**src/rtl/tibs_pkg.sv**
```systemverilog
// ----------------------------------------------------------------------------
// Tape image block splitter package
// Shared constants, block type codes, record types and the type decoder.
// ----------------------------------------------------------------------------
package tibs_pkg;

  localparam int OFFSET_WIDTH_DEF = 40;
  localparam int INDEX_WIDTH_DEF  = 32;
  localparam int OFFSET_OUT_W     = 40;
  localparam int LENGTH_OUT_W     = 33;
  localparam int NUMBER_OUT_W     = 32;
  localparam int PAYLOAD_W        = 34;
  localparam int FIXED_W          = 5;
  localparam int QUEUE_DEPTH      = 2;
  localparam logic [7:0] START_OFFSET_RST = 8'h0A;

  localparam logic [7:0] ID_STD_SPEED   = 8'h10;
  localparam logic [7:0] ID_TURBO       = 8'h11;
  localparam logic [7:0] ID_PURE_TONE   = 8'h12;
  localparam logic [7:0] ID_PULSE_SEQ   = 8'h13;
  localparam logic [7:0] ID_PURE_DATA   = 8'h14;
  localparam logic [7:0] ID_DIRECT_REC  = 8'h15;
  localparam logic [7:0] ID_CSW         = 8'h18;
  localparam logic [7:0] ID_GENERALIZED = 8'h19;
  localparam logic [7:0] ID_PAUSE       = 8'h20;
  localparam logic [7:0] ID_GROUP_START = 8'h21;
  localparam logic [7:0] ID_GROUP_END   = 8'h22;
  localparam logic [7:0] ID_JUMP        = 8'h23;
  localparam logic [7:0] ID_LOOP_START  = 8'h24;
  localparam logic [7:0] ID_LOOP_END    = 8'h25;
  localparam logic [7:0] ID_CALL_SEQ    = 8'h26;
  localparam logic [7:0] ID_RETURN      = 8'h27;
  localparam logic [7:0] ID_SELECT      = 8'h28;
  localparam logic [7:0] ID_STOP_48K    = 8'h2A;
  localparam logic [7:0] ID_SET_LEVEL   = 8'h2B;
  localparam logic [7:0] ID_TEXT        = 8'h30;
  localparam logic [7:0] ID_MESSAGE     = 8'h31;
  localparam logic [7:0] ID_ARCHIVE     = 8'h32;
  localparam logic [7:0] ID_HARDWARE    = 8'h33;
  localparam logic [7:0] ID_CUSTOM      = 8'h35;
  localparam logic [7:0] ID_GLUE        = 8'h5A;

  localparam logic [1:0] MULT_X1 = 2'd1;
  localparam logic [1:0] MULT_X2 = 2'd2;
  localparam logic [1:0] MULT_X3 = 2'd3;

  typedef enum logic [2:0] {
    PH_SKIP,
    PH_ID,
    PH_HEADER,
    PH_LENGTH,
    PH_PAYLOAD
  } phase_t;

  typedef struct packed {
    logic [3:0] hdr;
    logic [2:0] lenw;
    logic [1:0] mult;
    logic       known;
  } kind_t;

  typedef struct packed {
    logic [7:0]              block_id;
    logic [OFFSET_OUT_W-1:0] block_offset;
    logic [PAYLOAD_W-1:0]    payload;
    logic [FIXED_W-1:0]      fixed;
    logic                    known;
    logic [NUMBER_OUT_W-1:0] block_number;
  } rec_t;

  typedef struct packed {
    logic push;
    rec_t rec;
  } push_t;

  typedef struct packed {
    logic valid;
    logic full;
    rec_t rec;
  } q_stat_t;

  function automatic kind_t mk(input logic [3:0] h, input logic [2:0] l,
                               input logic [1:0] m);
    kind_t k;
    k.hdr   = h;
    k.lenw  = l;
    k.mult  = m;
    k.known = 1'b1;
    return k;
  endfunction

  function automatic kind_t classify(input logic [7:0] id);
    kind_t k;
    unique case (id) inside
      ID_STD_SPEED: k = mk(4'd2, 3'd2, MULT_X1);
      ID_TURBO: k = mk(4'd15, 3'd3, MULT_X1);
      ID_PURE_TONE, ID_STOP_48K: k = mk(4'd4, 3'd0, MULT_X1);
      ID_PULSE_SEQ: k = mk(4'd0, 3'd1, MULT_X2);
      ID_PURE_DATA: k = mk(4'd7, 3'd3, MULT_X1);
      ID_DIRECT_REC: k = mk(4'd5, 3'd3, MULT_X1);
      ID_CSW, ID_GENERALIZED, ID_SET_LEVEL: k = mk(4'd0, 3'd4, MULT_X1);
      ID_PAUSE, ID_JUMP, ID_LOOP_START: k = mk(4'd2, 3'd0, MULT_X1);
      ID_GROUP_START, ID_TEXT: k = mk(4'd0, 3'd1, MULT_X1);
      ID_GROUP_END, ID_LOOP_END, ID_RETURN: k = mk(4'd0, 3'd0, MULT_X1);
      ID_CALL_SEQ: k = mk(4'd0, 3'd2, MULT_X2);
      ID_SELECT, ID_ARCHIVE: k = mk(4'd0, 3'd2, MULT_X1);
      ID_MESSAGE: k = mk(4'd1, 3'd1, MULT_X1);
      ID_HARDWARE: k = mk(4'd0, 3'd1, MULT_X3);
      ID_CUSTOM: k = mk(4'd10, 3'd4, MULT_X1);
      ID_GLUE: k = mk(4'd9, 3'd0, MULT_X1);
      default: begin
        k = mk(4'd0, 3'd4, MULT_X1);
        k.known = 1'b0;
      end
    endcase
    return k;
  endfunction

endpackage

```
**src/rtl/tibs_byte_if.sv**
```systemverilog
// ----------------------------------------------------------------------------
// Byte channel interface
// Carries one file byte per word with its end-of-file mark.
// ----------------------------------------------------------------------------
interface tibs_byte_if;
  logic       valid;
  logic       ready;
  logic [7:0] data_byte;
  logic       last_byte;

  modport source (output valid, output data_byte, output last_byte, input ready);
  modport sink (input valid, input data_byte, input last_byte, output ready);
endinterface

```
**src/rtl/tibs_block_if.sv**
```systemverilog
// ----------------------------------------------------------------------------
// Block channel interface
// Carries one framed block description per word.
// ----------------------------------------------------------------------------
interface tibs_block_if;
  import tibs_pkg::*;
  logic                    valid;
  logic                    ready;
  logic [7:0]              block_id;
  logic [OFFSET_OUT_W-1:0] block_offset;
  logic [LENGTH_OUT_W-1:0] block_length;
  logic [NUMBER_OUT_W-1:0] block_number;
  logic                    known_type;

  modport source (output valid, output block_id, output block_offset,
                  output block_length, output block_number, output known_type,
                  input ready);
  modport sink (input valid, input block_id, input block_offset,
                input block_length, input block_number, input known_type,
                output ready);
endinterface

```
**src/rtl/tibs_cfg_if.sv**
```systemverilog
// ----------------------------------------------------------------------------
// Configuration write interface
// Carries the file header skip count.
// ----------------------------------------------------------------------------
interface tibs_cfg_if;
  logic       valid;
  logic       ready;
  logic [7:0] start_offset;

  modport source (output valid, output start_offset, input ready);
  modport sink (input valid, input start_offset, output ready);
endinterface

```
**src/rtl/tape_image_block_splitter.sv**
```systemverilog
// A block record is queued with the byte ending its header, then registered out.
// One byte is accepted every cycle; the byte channel stalls only while the
// two-entry record queue is full, which happens when the block sink holds off.
// Synchronous reset clears the parser, the queue and the output word and sets
// the header skip count to ten; the skip count survives an end of file.
// ----------------------------------------------------------------------------
// Tape image block splitter
// Splits a tape image byte stream into blocks and reports each block's type,
// offset, total length and index.
// ----------------------------------------------------------------------------
module tape_image_block_splitter #(
  parameter int OFFSET_WIDTH = tibs_pkg::OFFSET_WIDTH_DEF,
  parameter int INDEX_WIDTH  = tibs_pkg::INDEX_WIDTH_DEF
) (
  input  logic         clk,
  input  logic         rst,
  tibs_byte_if.sink    bytes,
  tibs_cfg_if.sink     cfg,
  tibs_block_if.source blocks
);
  import tibs_pkg::*;

  logic [7:0] start_offset;
  push_t      push;
  q_stat_t    q;
  logic       pop;

  assign cfg.ready = 1'b1;

  always_ff @(posedge clk) begin
    if (rst) begin
      start_offset <= START_OFFSET_RST;
    end else if (cfg.valid) begin
      start_offset <= cfg.start_offset;
    end
  end

  tibs_front #(
    .OFFSET_WIDTH(OFFSET_WIDTH),
    .INDEX_WIDTH (INDEX_WIDTH)
  ) u_front (
    .clk         (clk),
    .rst         (rst),
    .bytes       (bytes),
    .start_offset(start_offset),
    .q_full      (q.full),
    .push        (push)
  );

  tibs_queue u_queue (
    .clk (clk),
    .rst (rst),
    .push(push),
    .pop (pop),
    .stat(q)
  );

  tibs_back u_back (
    .clk   (clk),
    .rst   (rst),
    .q     (q),
    .pop   (pop),
    .blocks(blocks)
  );

`ifndef SYNTHESIS
  // The front must never produce a record while the queue is full.
  a_no_overflow: assert property (@(posedge clk) disable iff (rst)
    q.full |-> !push.push)
    else $error("record pushed into a full queue");

  // An unknown type always carries a four-byte length field.
  a_unknown_len: assert property (@(posedge clk) disable iff (rst)
    (blocks.valid && !blocks.known_type) |-> (blocks.block_length >= 33'd5))
    else $error("unknown block shorter than its length field");

  a_reset_clear: assert property (@(posedge clk)
    (!rst && $past(rst)) |-> (!blocks.valid && !q.valid))
    else $error("output or queue not empty after reset");
`endif

endmodule

```
**src/rtl/tibs_front.sv**
```systemverilog
// ----------------------------------------------------------------------------
// Front parser
// Accepts file bytes, tracks the block structure and queues a record for
// every completed block header.
// ----------------------------------------------------------------------------
module tibs_front #(
  parameter int OFFSET_WIDTH = tibs_pkg::OFFSET_WIDTH_DEF,
  parameter int INDEX_WIDTH  = tibs_pkg::INDEX_WIDTH_DEF
) (
  input  logic            clk,
  input  logic            rst,
  tibs_byte_if.sink       bytes,
  input  logic [7:0]      start_offset,
  input  logic            q_full,
  output tibs_pkg::push_t push
);
  import tibs_pkg::*;

  phase_t                 phase, phase_next, ph;
  logic [OFFSET_WIDTH-1:0] pos, pos_next;
  logic [OFFSET_WIDTH-1:0] block_start, block_start_next;
  logic [7:0]             cur_type, cur_type_next;
  kind_t                  kind_q, kind_q_next;
  logic [4:0]             hdr_cnt, hdr_cnt_next;
  logic [31:0]            acc, acc_next;
  logic [1:0]             lbi, lbi_next;
  logic [PAYLOAD_W-1:0]   pay_rem, pay_rem_next;
  logic [INDEX_WIDTH-1:0] blk_cnt, blk_cnt_next;

  logic                   accept;
  kind_t                  kind_b, kind_r;
  logic [31:0]            acc_full;
  logic [PAYLOAD_W-1:0]   acc_ext, mul;
  logic [4:0]             hdr_inc;
  logic                   emit;
  logic [7:0]             rec_id;
  logic [OFFSET_WIDTH-1:0] rec_off;
  logic [PAYLOAD_W-1:0]   rec_pay;
  logic [OFFSET_WIDTH+OFFSET_OUT_W-1:0] off_wide;
  logic [INDEX_WIDTH+NUMBER_OUT_W-1:0]  num_wide;

  assign bytes.ready = !q_full;
  assign accept = bytes.valid && bytes.ready;

  assign kind_b   = classify(bytes.data_byte);
  assign acc_full = acc | ({24'b0, bytes.data_byte} << {lbi, 3'b000});
  assign acc_ext  = PAYLOAD_W'(acc_full);
  assign hdr_inc  = hdr_cnt + 5'd1;

  always_comb begin
    case (kind_q.mult)
      MULT_X2: mul = acc_ext << 1;
      MULT_X3: mul = acc_ext + (acc_ext << 1);
      default: mul = acc_ext;
    endcase
  end

  always_comb begin
    ph = phase;
    if (phase == PH_SKIP && pos >= OFFSET_WIDTH'(start_offset)) begin
      ph = PH_ID;
    end
    phase_next       = ph;
    pos_next         = pos + 1'b1;
    block_start_next = block_start;
    cur_type_next    = cur_type;
    kind_q_next      = kind_q;
    hdr_cnt_next     = hdr_cnt;
    acc_next         = acc;
    lbi_next         = lbi;
    pay_rem_next     = pay_rem;
    emit             = 1'b0;
    rec_pay          = '0;
    unique case (ph)
      PH_SKIP: begin
      end
      PH_HEADER: begin
        hdr_cnt_next = hdr_inc;
        if (hdr_inc >= {1'b0, kind_q.hdr}) begin
          if (kind_q.lenw != 3'd0) begin
            phase_next = PH_LENGTH;
          end else begin
            emit       = 1'b1;
            phase_next = PH_ID;
          end
        end
      end
      PH_LENGTH: begin
        acc_next = acc_full;
        if ({1'b0, lbi} + 3'd1 >= kind_q.lenw) begin
          pay_rem_next = mul;
          rec_pay      = mul;
          emit         = 1'b1;
          lbi_next     = 2'd0;
          phase_next   = (mul != '0) ? PH_PAYLOAD : PH_ID;
        end else begin
          lbi_next = lbi + 2'd1;
        end
      end
      PH_PAYLOAD: begin
        pay_rem_next = pay_rem - 1'b1;
        if (pay_rem_next == '0) begin
          phase_next = PH_ID;
        end
      end
      default: begin
        cur_type_next    = bytes.data_byte;
        kind_q_next      = kind_b;
        block_start_next = pos;
        hdr_cnt_next     = '0;
        acc_next         = '0;
        lbi_next         = '0;
        pay_rem_next     = '0;
        if (kind_b.hdr != 4'd0) begin
          phase_next = PH_HEADER;
        end else if (kind_b.lenw != 3'd0) begin
          phase_next = PH_LENGTH;
        end else begin
          emit       = 1'b1;
          phase_next = PH_ID;
        end
      end
    endcase
    blk_cnt_next = emit ? blk_cnt + 1'b1 : blk_cnt;
  end

  assign kind_r  = (ph == PH_ID) ? kind_b : kind_q;
  assign rec_id  = (ph == PH_ID) ? bytes.data_byte : cur_type;
  assign rec_off = (ph == PH_ID) ? pos : block_start;
  assign off_wide = {{OFFSET_OUT_W{1'b0}}, rec_off};
  assign num_wide = {{NUMBER_OUT_W{1'b0}}, blk_cnt};

  always_comb begin
    push.push             = accept && emit;
    push.rec.block_id     = rec_id;
    push.rec.block_offset = off_wide[OFFSET_OUT_W-1:0];
    push.rec.payload      = rec_pay;
    push.rec.fixed        = FIXED_W'(5'd1 + 5'(kind_r.hdr) + 5'(kind_r.lenw));
    push.rec.known        = kind_r.known;
    push.rec.block_number = num_wide[NUMBER_OUT_W-1:0];
  end

  always_ff @(posedge clk) begin
    if (rst || (accept && bytes.last_byte)) begin
      phase       <= PH_SKIP;
      pos         <= '0;
      block_start <= '0;
      cur_type    <= '0;
      kind_q      <= '0;
      hdr_cnt     <= '0;
      acc         <= '0;
      lbi         <= '0;
      pay_rem     <= '0;
      blk_cnt     <= '0;
    end else if (accept) begin
      phase       <= phase_next;
      pos         <= pos_next;
      block_start <= block_start_next;
      cur_type    <= cur_type_next;
      kind_q      <= kind_q_next;
      hdr_cnt     <= hdr_cnt_next;
      acc         <= acc_next;
      lbi         <= lbi_next;
      pay_rem     <= pay_rem_next;
      blk_cnt     <= blk_cnt_next;
    end
  end

endmodule

```
**src/rtl/tibs_queue.sv**
```systemverilog
// ----------------------------------------------------------------------------
// Record queue
// Short queue of block records between the front parser and the back end.
// ----------------------------------------------------------------------------
module tibs_queue (
  input  logic              clk,
  input  logic              rst,
  input  tibs_pkg::push_t   push,
  input  logic              pop,
  output tibs_pkg::q_stat_t stat
);
  import tibs_pkg::*;

  localparam int QA = (QUEUE_DEPTH > 1) ? $clog2(QUEUE_DEPTH) : 1;
  localparam int QC = $clog2(QUEUE_DEPTH + 1);

  rec_t          mem [QUEUE_DEPTH];
  logic [QA-1:0] wr_ptr, rd_ptr;
  logic [QC-1:0] count;
  logic          do_push, do_pop;

  assign do_push = push.push && (count != QC'(QUEUE_DEPTH));
  assign do_pop  = pop && (count != '0);

  assign stat.valid = (count != '0);
  assign stat.full  = (count == QC'(QUEUE_DEPTH));
  assign stat.rec   = mem[rd_ptr];

  always_ff @(posedge clk) begin
    if (do_push) begin
      mem[wr_ptr] <= push.rec;
    end
  end

  always_ff @(posedge clk) begin
    if (rst) begin
      wr_ptr <= '0;
      rd_ptr <= '0;
      count  <= '0;
    end else begin
      if (do_push) begin
        wr_ptr <= (wr_ptr == QA'(QUEUE_DEPTH - 1)) ? '0 : wr_ptr + 1'b1;
      end
      if (do_pop) begin
        rd_ptr <= (rd_ptr == QA'(QUEUE_DEPTH - 1)) ? '0 : rd_ptr + 1'b1;
      end
      if (do_push && !do_pop) begin
        count <= count + 1'b1;
      end else if (do_pop && !do_push) begin
        count <= count - 1'b1;
      end
    end
  end

endmodule

```
**src/rtl/tibs_back.sv**
```systemverilog
// ----------------------------------------------------------------------------
// Back end
// Takes queued records, adds up the total block length and holds the
// result word until the sink takes it.
// ----------------------------------------------------------------------------
module tibs_back (
  input  logic              clk,
  input  logic              rst,
  input  tibs_pkg::q_stat_t q,
  output logic              pop,
  tibs_block_if.source      blocks
);
  import tibs_pkg::*;

  logic                    out_valid;
  logic [7:0]              out_id;
  logic [OFFSET_OUT_W-1:0] out_offset;
  logic [LENGTH_OUT_W-1:0] out_length;
  logic [NUMBER_OUT_W-1:0] out_number;
  logic                    out_known;
  logic [PAYLOAD_W-1:0]    total;

  assign pop   = q.valid && (!out_valid || blocks.ready);
  assign total = q.rec.payload + PAYLOAD_W'(q.rec.fixed);

  always_ff @(posedge clk) begin
    if (rst) begin
      out_valid <= 1'b0;
    end else if (pop) begin
      out_valid <= 1'b1;
    end else if (blocks.ready) begin
      out_valid <= 1'b0;
    end
  end

  always_ff @(posedge clk) begin
    if (pop) begin
      out_id     <= q.rec.block_id;
      out_offset <= q.rec.block_offset;
      out_length <= total[LENGTH_OUT_W-1:0];
      out_number <= q.rec.block_number;
      out_known  <= q.rec.known;
    end
  end

  assign blocks.valid        = out_valid;
  assign blocks.block_id     = out_id;
  assign blocks.block_offset = out_offset;
  assign blocks.block_length = out_length;
  assign blocks.block_number = out_number;
  assign blocks.known_type   = out_known;

endmodule
```
**src/flat_wrapper.sv**
```systemverilog
// flat-port wrapper written by rule: the top's interface ports become plain ports
module tape_image_block_splitter_flat import tibs_pkg::*;
#(
  parameter int OFFSET_WIDTH = tibs_pkg::OFFSET_WIDTH_DEF,
  parameter int INDEX_WIDTH  = tibs_pkg::INDEX_WIDTH_DEF
)
  (clk, rst, bytes_valid, bytes_data_byte, bytes_last_byte, bytes_ready, cfg_valid, cfg_start_offset, cfg_ready, blocks_valid, blocks_block_id, blocks_block_offset, blocks_block_length, blocks_block_number, blocks_known_type, blocks_ready);
  tibs_byte_if bytes_i ();
  tibs_cfg_if cfg_i ();
  tibs_block_if blocks_i ();
  input  logic clk;
  input  logic rst;
  input wire logic [$bits(bytes_i.valid)-1:0] bytes_valid;
  input wire logic [$bits(bytes_i.data_byte)-1:0] bytes_data_byte;
  input wire logic [$bits(bytes_i.last_byte)-1:0] bytes_last_byte;
  output wire logic [$bits(bytes_i.ready)-1:0] bytes_ready;
  input wire logic [$bits(cfg_i.valid)-1:0] cfg_valid;
  input wire logic [$bits(cfg_i.start_offset)-1:0] cfg_start_offset;
  output wire logic [$bits(cfg_i.ready)-1:0] cfg_ready;
  output wire logic [$bits(blocks_i.valid)-1:0] blocks_valid;
  output wire logic [$bits(blocks_i.block_id)-1:0] blocks_block_id;
  output wire logic [$bits(blocks_i.block_offset)-1:0] blocks_block_offset;
  output wire logic [$bits(blocks_i.block_length)-1:0] blocks_block_length;
  output wire logic [$bits(blocks_i.block_number)-1:0] blocks_block_number;
  output wire logic [$bits(blocks_i.known_type)-1:0] blocks_known_type;
  input wire logic [$bits(blocks_i.ready)-1:0] blocks_ready;
  assign bytes_i.valid = bytes_valid;
  assign bytes_i.data_byte = bytes_data_byte;
  assign bytes_i.last_byte = bytes_last_byte;
  assign bytes_ready = bytes_i.ready;
  assign cfg_i.valid = cfg_valid;
  assign cfg_i.start_offset = cfg_start_offset;
  assign cfg_ready = cfg_i.ready;
  assign blocks_valid = blocks_i.valid;
  assign blocks_block_id = blocks_i.block_id;
  assign blocks_block_offset = blocks_i.block_offset;
  assign blocks_block_length = blocks_i.block_length;
  assign blocks_block_number = blocks_i.block_number;
  assign blocks_known_type = blocks_i.known_type;
  assign blocks_i.ready = blocks_ready;
  tape_image_block_splitter #(.OFFSET_WIDTH(OFFSET_WIDTH), .INDEX_WIDTH(INDEX_WIDTH)) u_core (.clk(clk), .rst(rst), .bytes(bytes_i), .cfg(cfg_i), .blocks(blocks_i));
endmodule
```
**config.mk**
```make
export PLATFORM = sky130hd
export DESIGN_NAME = tape_image_block_splitter_flat
export DESIGN_NICKNAME = d
export VERILOG_FILES = /design/src/rtl/tibs_pkg.sv /design/src/rtl/tibs_byte_if.sv /design/src/rtl/tibs_block_if.sv /design/src/rtl/tibs_cfg_if.sv /design/src/rtl/tape_image_block_splitter.sv /design/src/rtl/tibs_front.sv /design/src/rtl/tibs_queue.sv /design/src/rtl/tibs_back.sv /design/src/flat_wrapper.sv
export SDC_FILE = /design/constraint.sdc
export NUM_CORES = 1
export LEC_CHECK = 0
export BUFFER_PORTS_ARGS = -buffer_cell sky130_fd_sc_hd__buf_4
export CAP_MARGIN = 20
export CORE_MARGIN = 2
export CORE_UTILIZATION = 30
export CTS_CLUSTER_SIZE = 12
export DETAILED_ROUTE_END_ITERATION = 8
export GPL_TIMING_DRIVEN = 0
export HOLD_SLACK_MARGIN = 0.08
export PLACE_DENSITY = 0.44
export SYNTH_ARGS = -nofsm -noshare
export SYNTH_HDL_FRONTEND = slang
export SYNTH_HIERARCHICAL = 1
export SYNTH_SLANG_ARGS = --single-unit
```
**constraint.sdc**
```tcl
create_clock -name clk -period 48.6 [get_ports clk]
set_input_delay 14.58 -clock clk [delete_from_list [all_inputs] [get_ports clk]]
set_output_delay 14.58 -clock clk [all_outputs]
set_load 0.005 [all_outputs]
```
==> flow_metrics.tcl, run 1 <==
set metrics [dict create \
    rsz0062_at_grt "no" \
    ant_nets 0 \
    die_w_um 306 \
    timing_worst_setup_path_type "primary input to flip-flop" \
    maxCapViolCount 0 \
    vias 20400 \
    cp-start-kind "primary input" \
    clock_sinks 572 \
    drt_iter0_drc 1717 \
    portBuffers 133 \
    clk_pin_slew_ns 0.05 \
    wl_per_cell_um 20.3 \
    start_util_pct 30.3 \
    core_um2 90100 \
    tritoncts "yes" \
    min_path_type "flip-flop to flip-flop" \
    drt-total-wl_um 81200 \
    r2r_setup_slack_ns 43.15 \
    worstRegToRegCells 16 \
    whs_endpoint "u_core/u_front/block_start[18]" \
    finClkSkew_ns 0.0258 \
    synth.avg_cell_area_um2 10.7 \
    timing.fmax_mhz 52.3 \
    gp_congestion 0.896 \
    ys_warn_count 6 \
    tightestPinTransition_ns 1.01 \
    final_max_slew_viol_count 0 \
    setup_viol 0 \
    post-cts-setup-buffer-count 0 \
    crit_path_end_kind "flip-flop" \
    ctsResizeCount 0 \
    rows 110 \
    fill_cells 8912 \
    die_h_um 306 \
    grt_max_degree 66 \
    htree_levels 3 \
    grt_pass1_vias 19500 \
    crit_buf_inv 6 \
    syn_inst 2554 \
    whs_path_depth 2 \
    numCtsBuffers 66 \
    cts_buffer_depth 3 \
    clock_latency_ns 0.62 \
    cpMaxStageDelayCell "nor4_1" \
    final.period_utilization_pct 39.3 \
    finalSetupTns_ns 0 \
    track_usage_pct 17.0 \
    mappedNetlistNets 2641 \
    num_io_pins 139 \
    num-nets-final 2850 \
    cp_cell_sequence "buf_4 -> clkbuf_1 -> nor3_1 -> nand3_1 -> o311ai_0 -> nor4_1 -> and4_1 -> mux2i_1 -> buf_2 -> nor2_1 -> inv_1 -> or3_1 -> inv_6 -> buf_16" \
    place_ws_ns 28.80 \
    area_delta_synth_final_pct 17.5 \
    cp_top_family "simple AND/OR/NAND/NOR gates" \
    cts_hold_buf 0 \
    status "complete, no violations" \
    slew-limit-headroom_pct 33.0 \
    drc_errors 0 \
    required_ns 48.88 \
    ir_drop_mv 0.0232 \
    r2r-end "u_core/u_front/phase[0]" \
    place_inst 3871 \
    drt_pass1_iterations 5 \
    grt_pass1_wl_um 122000 \
    min_from "u_core/u_front/block_start[18]" \
    drive_above_1_share_pct 16.5 \
    grt-ovfl-total 0 \
    die-area_um2 93500 \
    power.density_nw_per_um2 35.9 \
    slowest_delay_ns 0.66 \
    viasPerCell 5.10 \
    netlist_area_um2 27300 \
    cp_max_fo 65 \
    clockRootBuffer "clkbuf_16" \
    finalHoldViolCount 0 \
    layoutNonFillerInstCount 3994 \
    setup_ws_ns 29.48 \
    antenna_found_initial 0 \
    worstPathArrival_ns 19.40 \
    post-dp-hpwl_um 59800 \
    reg2reg_from "u_core/u_front/lbi[0]" \
    fin_crit_ns 19.12 \
    power.static_leakage_nw 11.6 \
]
flip-flops by register name, indices dropped and copies added (netlist names), named ones only:
register                           cells
u_core/u_queue/wr_ptr                  1
u_core/u_back/blocks.block_length     33
u_core/u_queue/rd_ptr                  1
u_core/u_queue/mem                   238
u_core/u_back/blocks.block_number     32
u_core/u_back/blocks.block_id          8
u_core/u_front/cur_type                8
u_core/u_front/blk_cnt                32
u_core/u_front/pos                    40
u_core/u_back/blocks.block_offset     40
u_core/u_front/lbi                     2
u_core/u_front/block_start            40
u_core/u_queue/count                   2
u_core/u_front/kind_q                 10
u_core/u_front/phase                   3
u_core/u_front/acc                    32
u_core/u_back/blocks.valid             1
u_core/start_offset                    8
u_core/u_back/blocks.known_type        1
u_core/u_front/pay_rem                34
u_core/u_front/hdr_cnt                 5
cells in the final DEF (no fill, tap or decap), types with 18 or more instances in the layout:
cell	n
a211oi_1	18
dfxtp_1	220
clkbuf_1	136
o21ai_0	91
xor2_1	45
edfxtp_1	352
nand4_1	49
xnor2_1	85
o221ai_1	21
mux2_2	169
inv_1	69
ha_1	62
a21o_1	32
or3_1	18
nor3_1	72
buf_4	140
and3_1	34
clkbuf_16	66
nand3_1	65
nor4_1	24
nand2b_1	18
nand2_1	250
o22ai_1	25
a21oi_1	179
nor2_1	268
per-layer routing:
| layer | up-vias | global-route usage (%) | wire length, um |
|---|---|---|---|
| met5 | - | 0 | 0 |
| met3 | 131 | 2.89 | 4140 |
| li1 | 9775 | - | - |
| met2 | 543 | 27.9 | 38100 |
| met4 | 0 | 5.87 | 2450 |
| met1 | 9918 | 22.6 | 36400 |
layout make-up:
class / count / area, um^2 / share of cell area, %
Tap cell: 1176 / 1470 / 4.58
Buffer: 151 / 686 / 2.14
Inverter: 70 / 268 / 0.834
Multi-Input combinational cell: 1761 / 11400 / 35.6
Antenna cell: 2 / 5.00 / 0.0156
Timing Repair Buffer: 141 / 1170 / 3.65
Clock inverter: 28 / 270 / 0.842
Sequential cell: 572 / 15000 / 46.6
Clock buffer: 93 / 1840 / 5.74
how the worst max path moves through the flow:
stage                        from                   endpoint  slack, ns  depth (start not counted)
6_report       bytes_data_byte[6]  u_core/u_queue/mem[0][81]      29.48                         14
5_1_grt        bytes_data_byte[7]  u_core/u_queue/mem[0][81]      29.08                         14
4_1_cts        bytes_data_byte[7]  u_core/u_queue/mem[0][90]      29.45                         14
3_5_place_dp   bytes_data_byte[7]  u_core/u_queue/mem[0][76]      28.80                         14
3_3_place_gp         blocks_ready    u_core/u_queue/count[1]      17.00                          7
2_1_floorplan        blocks_ready    u_core/u_queue/count[1]      22.83                          6
report_power, final:
part / leakage [nW] / total (mW) / internal [mW] / switching (mW)
sequential: 5.30 / 0.542 / 0.534 / 0.00723
clock: 1.04 / 0.484 / 0.279 / 0.205
combinational: 5.29 / 0.128 / 0.0471 / 0.0809
total: 11.6 / 1.15 / 0.861 / 0.294
worst min-delay path: stages, from the launching register on:
cell and delay (ns):
dfxtp_1 0.30, nand2_1 0.05, a21oi_1 0.05
per-stage QoR:
stage / util (%) / hold WS, ns / power, mW / cell area (um^2)
global route: 35.6 / 0.469 / 1.20 / 32100
finish: 35.6 / 0.451 / 1.15 / 32100
floorplan: - / 0.424 / 0.629 / 27300
detailed placement: 33.3 / 0.442 / 0.681 / 30000
global placement: 33.1 / 0.431 / 0.687 / 29800
CTS: 35.6 / 0.451 / 1.17 / 32100
No activity file was read; power rests on OpenSTA's default activity.
==> run 2, diff against run 1 <==
--- a/config.mk
+++ b/config.mk
@@ -5,6 +5,7 @@
 export SDC_FILE = /design/constraint.sdc
 export NUM_CORES = 1
 export LEC_CHECK = 0
+export ABC_AREA = 1
 export BUFFER_PORTS_ARGS = -buffer_cell sky130_fd_sc_hd__buf_4
 export CAP_MARGIN = 20
 export CORE_MARGIN = 2
@@ -13,7 +14,7 @@
 export DETAILED_ROUTE_END_ITERATION = 8
 export GPL_TIMING_DRIVEN = 0
 export HOLD_SLACK_MARGIN = 0.08
-export PLACE_DENSITY = 0.44
+export PLACE_DENSITY = 0.45
 export SYNTH_ARGS = -nofsm -noshare
 export SYNTH_HDL_FRONTEND = slang
 export SYNTH_HIERARCHICAL = 1
==> constraint.sdc (replaced) <==
create_clock -name clk -period 17.2 [get_ports clk]
set_input_delay 5.16 -clock clk [delete_from_list [all_inputs] [get_ports clk]]
set_output_delay 5.16 -clock clk [all_outputs]
set_load 0.005 [all_outputs]
==> flow_metrics.tcl, run 2 <==
set metrics [dict create \
    grt_max_degree 30 \
    power.static_leakage_nw 13.4 \
    clk_pin_slew_ns 0.06 \
    reg2reg_from "u_core/u_front/pos[0]" \
    fin_crit_ns 8.34 \
    cpMaxStageDelayCell "clkbuf_1" \
    finalSetupTns_ns 0 \
    cp_max_fo 8 \
    final.period_utilization_pct 48.5 \
    ys_warn_count 6 \
    ctsResizeCount 0 \
    clock_latency_ns 0.62 \
    worstPathArrival_ns 8.79 \
    die_w_um 316 \
    slowest_delay_ns 0.49 \
    seqCellArea_um2 15000 \
    rsz0062_at_grt "no" \
    min_path_type "flip-flop to flip-flop" \
    finClkSkew_ns 0.0341 \
    post-cts-setup-buffer-count 0 \
    clockRootBuffer "clkbuf_16" \
    tritoncts "yes" \
    min_from "u_core/u_front/acc[25]" \
    vias 23200 \
    critPathLaunch "bytes_data_byte[7]" \
    htree_levels 3 \
    track_usage_pct 17.5 \
    antenna_found_initial 2 \
    crit_path_end_kind "flip-flop" \
    multi_input_area_um2 12000 \
    grt_pass1_vias 22600 \
    slew-limit-headroom_pct 30.5 \
    wl_per_cell_um 17.8 \
    cp_cell_sequence "clkbuf_1 -> nand2_1 -> o21bai_1 -> ha_1 -> nand2_1 -> inv_1 -> nand2_1 -> nand2_1 -> a21oi_1 -> nand2_1 -> nand2_1 -> nand2_1 -> nand2_1 -> nand3_1 -> nand2_1 -> nand2_1 -> nor3_1 -> nand3_1 -> nand2_1 -> nand2_1 -> nand2_1 -> a21oi_1" \
    whs_endpoint "u_core/u_front/acc[25]" \
    area_delta_synth_final_pct 17.3 \
    power.density_nw_per_um2 134 \
    cts_buffer_depth 3 \
    num_io_pins 139 \
    whs_path_depth 2 \
    final_cell_mix "nand2_1 (824), inv_1 (391), edfxtp_1 (352)" \
    die-area_um2 99800 \
    synth.avg_cell_area_um2 8.67 \
    drt_pass1_iterations 6 \
    maxCapViolCount 0 \
    start_util_pct 30.2 \
    finalHoldViolCount 0 \
    setup_viol 0 \
    ant_nets 0 \
    clock_sinks 572 \
    post-dp-hpwl_um 66900 \
    core_um2 96600 \
    tightestPinTransition_ns 1.04 \
    drive_above_1_share_pct 14.0 \
    worstRegToRegCells 18 \
    grt-ovfl-total 0 \
    grt_pass1_wl_um 134000 \
    syn_inst 3365 \
    mappedNetlistNets 3452 \
    r2r-end "u_core/u_queue/mem[0][67]" \
    rows 114 \
    largest_register_ffs 238 \
    drt_iter0_drc 1789 \
    die_h_um 316 \
    netlist_area_um2 29200 \
    gp_congestion 0.872 \
    status "complete, no violations" \
    numCtsBuffers 67 \
    top_register "u_core/u_queue/mem" \
    ir_drop_mv 0.0774 \
    final_common_cell "nand2_1" \
    cts_hold_buf 0 \
    critPathMostFrequentCell "nand2_1" \
    cp-start-kind "primary input" \
    timing_worst_setup_path_type "primary input to flip-flop" \
    portBuffers 132 \
    drt-total-wl_um 87600 \
    drc_errors 0 \
    fin_util_pct 35.4 \
    viasPerCell 4.73 \
    final_max_slew_viol_count 0 \
    fill_cells 10000 \
    r2r_setup_slack_ns 12.76 \
    required_ns 17.65 \
    timing.fmax_mhz 120 \
    num-nets-final 3665 \
]
[run 2: routing by layer]
metal / share of wire (%) / global-route usage, %
met1: 48 / 24.1
met2: 46 / 28.8
met3: 3.7 / 1.88
met4: 2.5 / 5.82
met5: 0 / 0
[run 2: area by class of cell]
cell class                      count  share of cell area, %
Multi-Input combinational cell   2273                   35.2
Antenna cell                        2                 0.0146
Buffer                            115                   1.93
Tap cell                         1276                   4.67
Timing Repair Buffer              144                   3.62
Clock buffer                      102                   5.64
Inverter                          405                   4.45
Clock inverter                     21                  0.710
Sequential cell                   572                   43.8
[run 2: worst max-delay path by stage]
stage | endpoint | slack (ns) | depth (start not counted)
2_1_floorplan | u_core/u_queue/mem[0][0] | 5.15 | 14
3_3_place_gp | u_core/u_queue/mem[1][65] | 0.77 | 14
3_5_place_dp | u_core/u_front/phase[2] | 8.26 | 22
4_1_cts | u_core/u_front/phase[2] | 8.92 | 22
5_1_grt | u_core/u_front/phase[2] | 8.54 | 22
6_report | u_core/u_front/phase[2] | 8.86 | 22
[run 2: through the flow]
| stage | area (um^2) | std cells | hold WS (ns) | setup slack, ns | power (mW) |
|---|---|---|---|---|---|
| 4_1_cts | 34200 | 4908 | 0.456 | 8.92 | 4.65 |
| 2_1_floorplan | 29200 | 3365 | 0.425 | 5.15 | 2.68 |
| 3_3_place_gp | 31800 | 4773 | 0.440 | 0.772 | 3.26 |
| 5_1_grt | 34200 | 4909 | 0.468 | 8.54 | 4.84 |
| 3_5_place_dp | 32000 | 4785 | 0.446 | 8.26 | 3.22 |
| 6_report | 34200 | 4910 | 0.456 | 8.86 | 4.57 |
[run 2: worst max-delay path, delay by kind of cell]
family                     cells  cell delay [ns]
AOI/OAI and AO/OA              3             0.70
buffers and inverters          2             0.55
adders and majority gates      1             0.39
and+or+nand+nor               16             1.99
[run 2: report_power, final]
group | switching (mW) | internal, mW | leakage, nW | total (mW)
clock network | 0.580 | 0.814 | 1.06 | 1.39
logic | 0.830 | 0.496 | 7.25 | 1.33
registers | 0.0748 | 1.78 | 5.06 | 1.85
total | 1.49 | 3.09 | 13.4 | 4.57
==> run 3, diff against run 2 <==
==> constraint.sdc (replaced) <==
create_clock -name clk -period 6.7 [get_ports clk]
set_input_delay 2.01 -clock clk [delete_from_list [all_inputs] [get_ports clk]]
set_output_delay 2.01 -clock clk [all_outputs]
set_load 0.005 [all_outputs]
==> flow_metrics.tcl, run 3 (same netlist as run 2, synthesis figures left out) <==
set metrics [dict create \
    status "complete, no violations" \
    drt_pass1_iterations 6 \
    whs_path_depth 2 \
    antenna_found_initial 2 \
    viasPerCell 4.76 \
    timing_worst_setup_path_type "primary input to flip-flop" \
    maxCapViolCount 0 \
    area_delta_synth_final_pct 17.0 \
    finClkSkew_ns 0.0228 \
    slew-limit-headroom_pct 32.1 \
    finalHoldViolCount 0 \
    rows 114 \
    grt-ovfl-total 0 \
    gp_congestion 0.896 \
    timing.fmax_mhz 193 \
    final_common_cell "nand2_1" \
    setup_viol 0 \
    cpMaxStageDelayCell "o21bai_1" \
    power.static_leakage_nw 13.3 \
    power.density_nw_per_um2 341 \
    cts_hold_buf 0 \
    final.period_utilization_pct 77.4 \
    worstRegToRegCells 18 \
    cp_cell_sequence "clkbuf_1 -> nand2_1 -> o21bai_1 -> ha_1 -> nand2_1 -> inv_1 -> nand2_1 -> nand2_1 -> a21oi_1 -> nand2_1 -> nand2_1 -> nand2_1 -> nand2_1 -> nand3_1 -> nand2_1 -> nand2_1 -> nor3_1 -> nand3_1 -> nand2_1 -> nand2_1 -> nand2_1 -> a21oi_1" \
    vias 23400 \
    clock_latency_ns 0.62 \
    r2r_setup_slack_ns 2.38 \
    tritoncts "yes" \
    grt_max_degree 30 \
    grt_pass1_wl_um 134000 \
    slowest_delay_ns 0.51 \
    final_max_slew_viol_count 0 \
    r2r-end "u_core/u_queue/mem[1][62]" \
    clock_sinks 572 \
    ir_drop_mv 0.196 \
    rsz0062_at_grt "no" \
    fill_cells 9952 \
    ant_nets 0 \
    required_ns 7.17 \
    wl_per_cell_um 17.8 \
    die_w_um 316 \
    numCtsBuffers 67 \
    num-nets-final 3665 \
    grt_pass1_vias 22500 \
    core_um2 96600 \
    clk_pin_slew_ns 0.06 \
    final_cell_mix "nand2_1 (824), inv_1 (391), edfxtp_1 (352)" \
    cp_top_family "simple AND/OR/NAND/NOR gates" \
    drt_iter0_drc 1675 \
    post-dp-hpwl_um 66700 \
    cp-start-kind "primary input" \
    min_path_type "flip-flop to flip-flop" \
    whs_endpoint "u_core/u_front/acc[4]" \
    finalSetupTns_ns 0 \
    num_io_pins 139 \
    portBuffers 132 \
    tightestPinTransition_ns 1.02 \
    cts_buffer_depth 3 \
    drt-total-wl_um 87200 \
    clockRootBuffer "clkbuf_16" \
    cp_max_fo 8 \
    die_h_um 316 \
    layoutNonFillerInstCount 4908 \
    drive_above_1_share_pct 13.9 \
    reg2reg_from "u_core/u_front/pos[0]" \
    crit_buf_inv 2 \
    htree_levels 3 \
    critPathMostFrequentCell "nand2_1" \
    n_antenna_cell 0 \
    largest_register_ffs 238 \
    track_usage_pct 17.5 \
    crit_path_end_kind "flip-flop" \
    ctsResizeCount 0 \
    die-area_um2 99800 \
    drc_errors 0 \
    start_util_pct 30.2 \
    top_register "u_core/u_queue/mem" \
    post-cts-setup-buffer-count 0 \
    min_from "u_core/u_front/acc[4]" \
    fin_crit_ns 5.19 \
    worstPathArrival_ns 5.65 \
    place_inst 4785 \
]
-- run 3: changes by cell type in the layout (fill, tap and decap cells not counted) --
| cell | delta |
|---|---|
| clkinv_2 | +1 |
| clkinv_8 | -1 |
| clkinv_1 | +7 |
| clkbuf_8 | -7 |
| clkinv_4 | +1 |
| clkbuf_16 | -1 |
| diode_2 | -2 |
| clkbuf_1 | -5 |
| inv_6 | +1 |
| clkinvlp_4 | +4 |
-- run 3: where the power goes --
group          switching, mW  internal (mW)
Clock                   1.52           1.98
Sequential             0.190           4.56
Combinational           2.12           1.27
-- run 3: layer usage --
metal	share of wire (%)	track usage [%]	vias up	wire [um]
li1	-	-	11700	-
met1	47	24.3	11100	41200
met2	46	28.8	492	40300
met3	4.2	2.14	116	3700
met4	2.2	4.75	0	1950
met5	0	0	-	0
-- run 3: worst min-delay path, stage by stage (launching register included) --
cell,delay (ns)
dfxtp_1,0.31
nand2_1,0.06
a21oi_1,0.05
-- run 3: worst max path at each step --
stage,depth (start not counted),to,from
after floorplan,14,u_core/u_queue/mem[0][0],bytes_data_byte[7]
after global placement,14,u_core/u_queue/mem[0][67],bytes_data_byte[7]
after detailed placement,22,u_core/u_front/phase[2],bytes_data_byte[7]
after CTS,22,u_core/u_front/phase[2],bytes_data_byte[7]
after global routing,22,u_core/u_front/phase[2],bytes_data_byte[7]
final,22,u_core/u_front/phase[2],bytes_data_byte[7]
-- run 3: final cells by class --
class	count	area (um^2)	share of cell area (%)
sequential	572	15000	43.9
multi-input combinational	2273	12000	35.3
clock buffer	89	1790	5.24
tap	1276	1600	4.68
inverter	405	1520	4.46
timing repair buffer	144	1240	3.63
buffer	115	662	1.94
clock inverter	34	305	0.895
-- run 3: stage by stage --
stage / area, um^2 / hold WS [ns] / worst slack, ns / util, % / power [mW]
3_5_place_dp: 32000 / 0.446 / 0.958 / 33.2 / 8.27
3_3_place_gp: 31800 / 0.443 / -3.21 / 32.9 / 8.27
2_1_floorplan: 29200 / 0.425 / -0.230 / - / 6.82
5_1_grt: 34100 / 0.471 / 1.21 / 35.3 / 12.3
6_report: 34100 / 0.454 / 1.51 / 35.3 / 11.6
4_1_cts: 34100 / 0.455 / 1.62 / 35.3 / 11.8
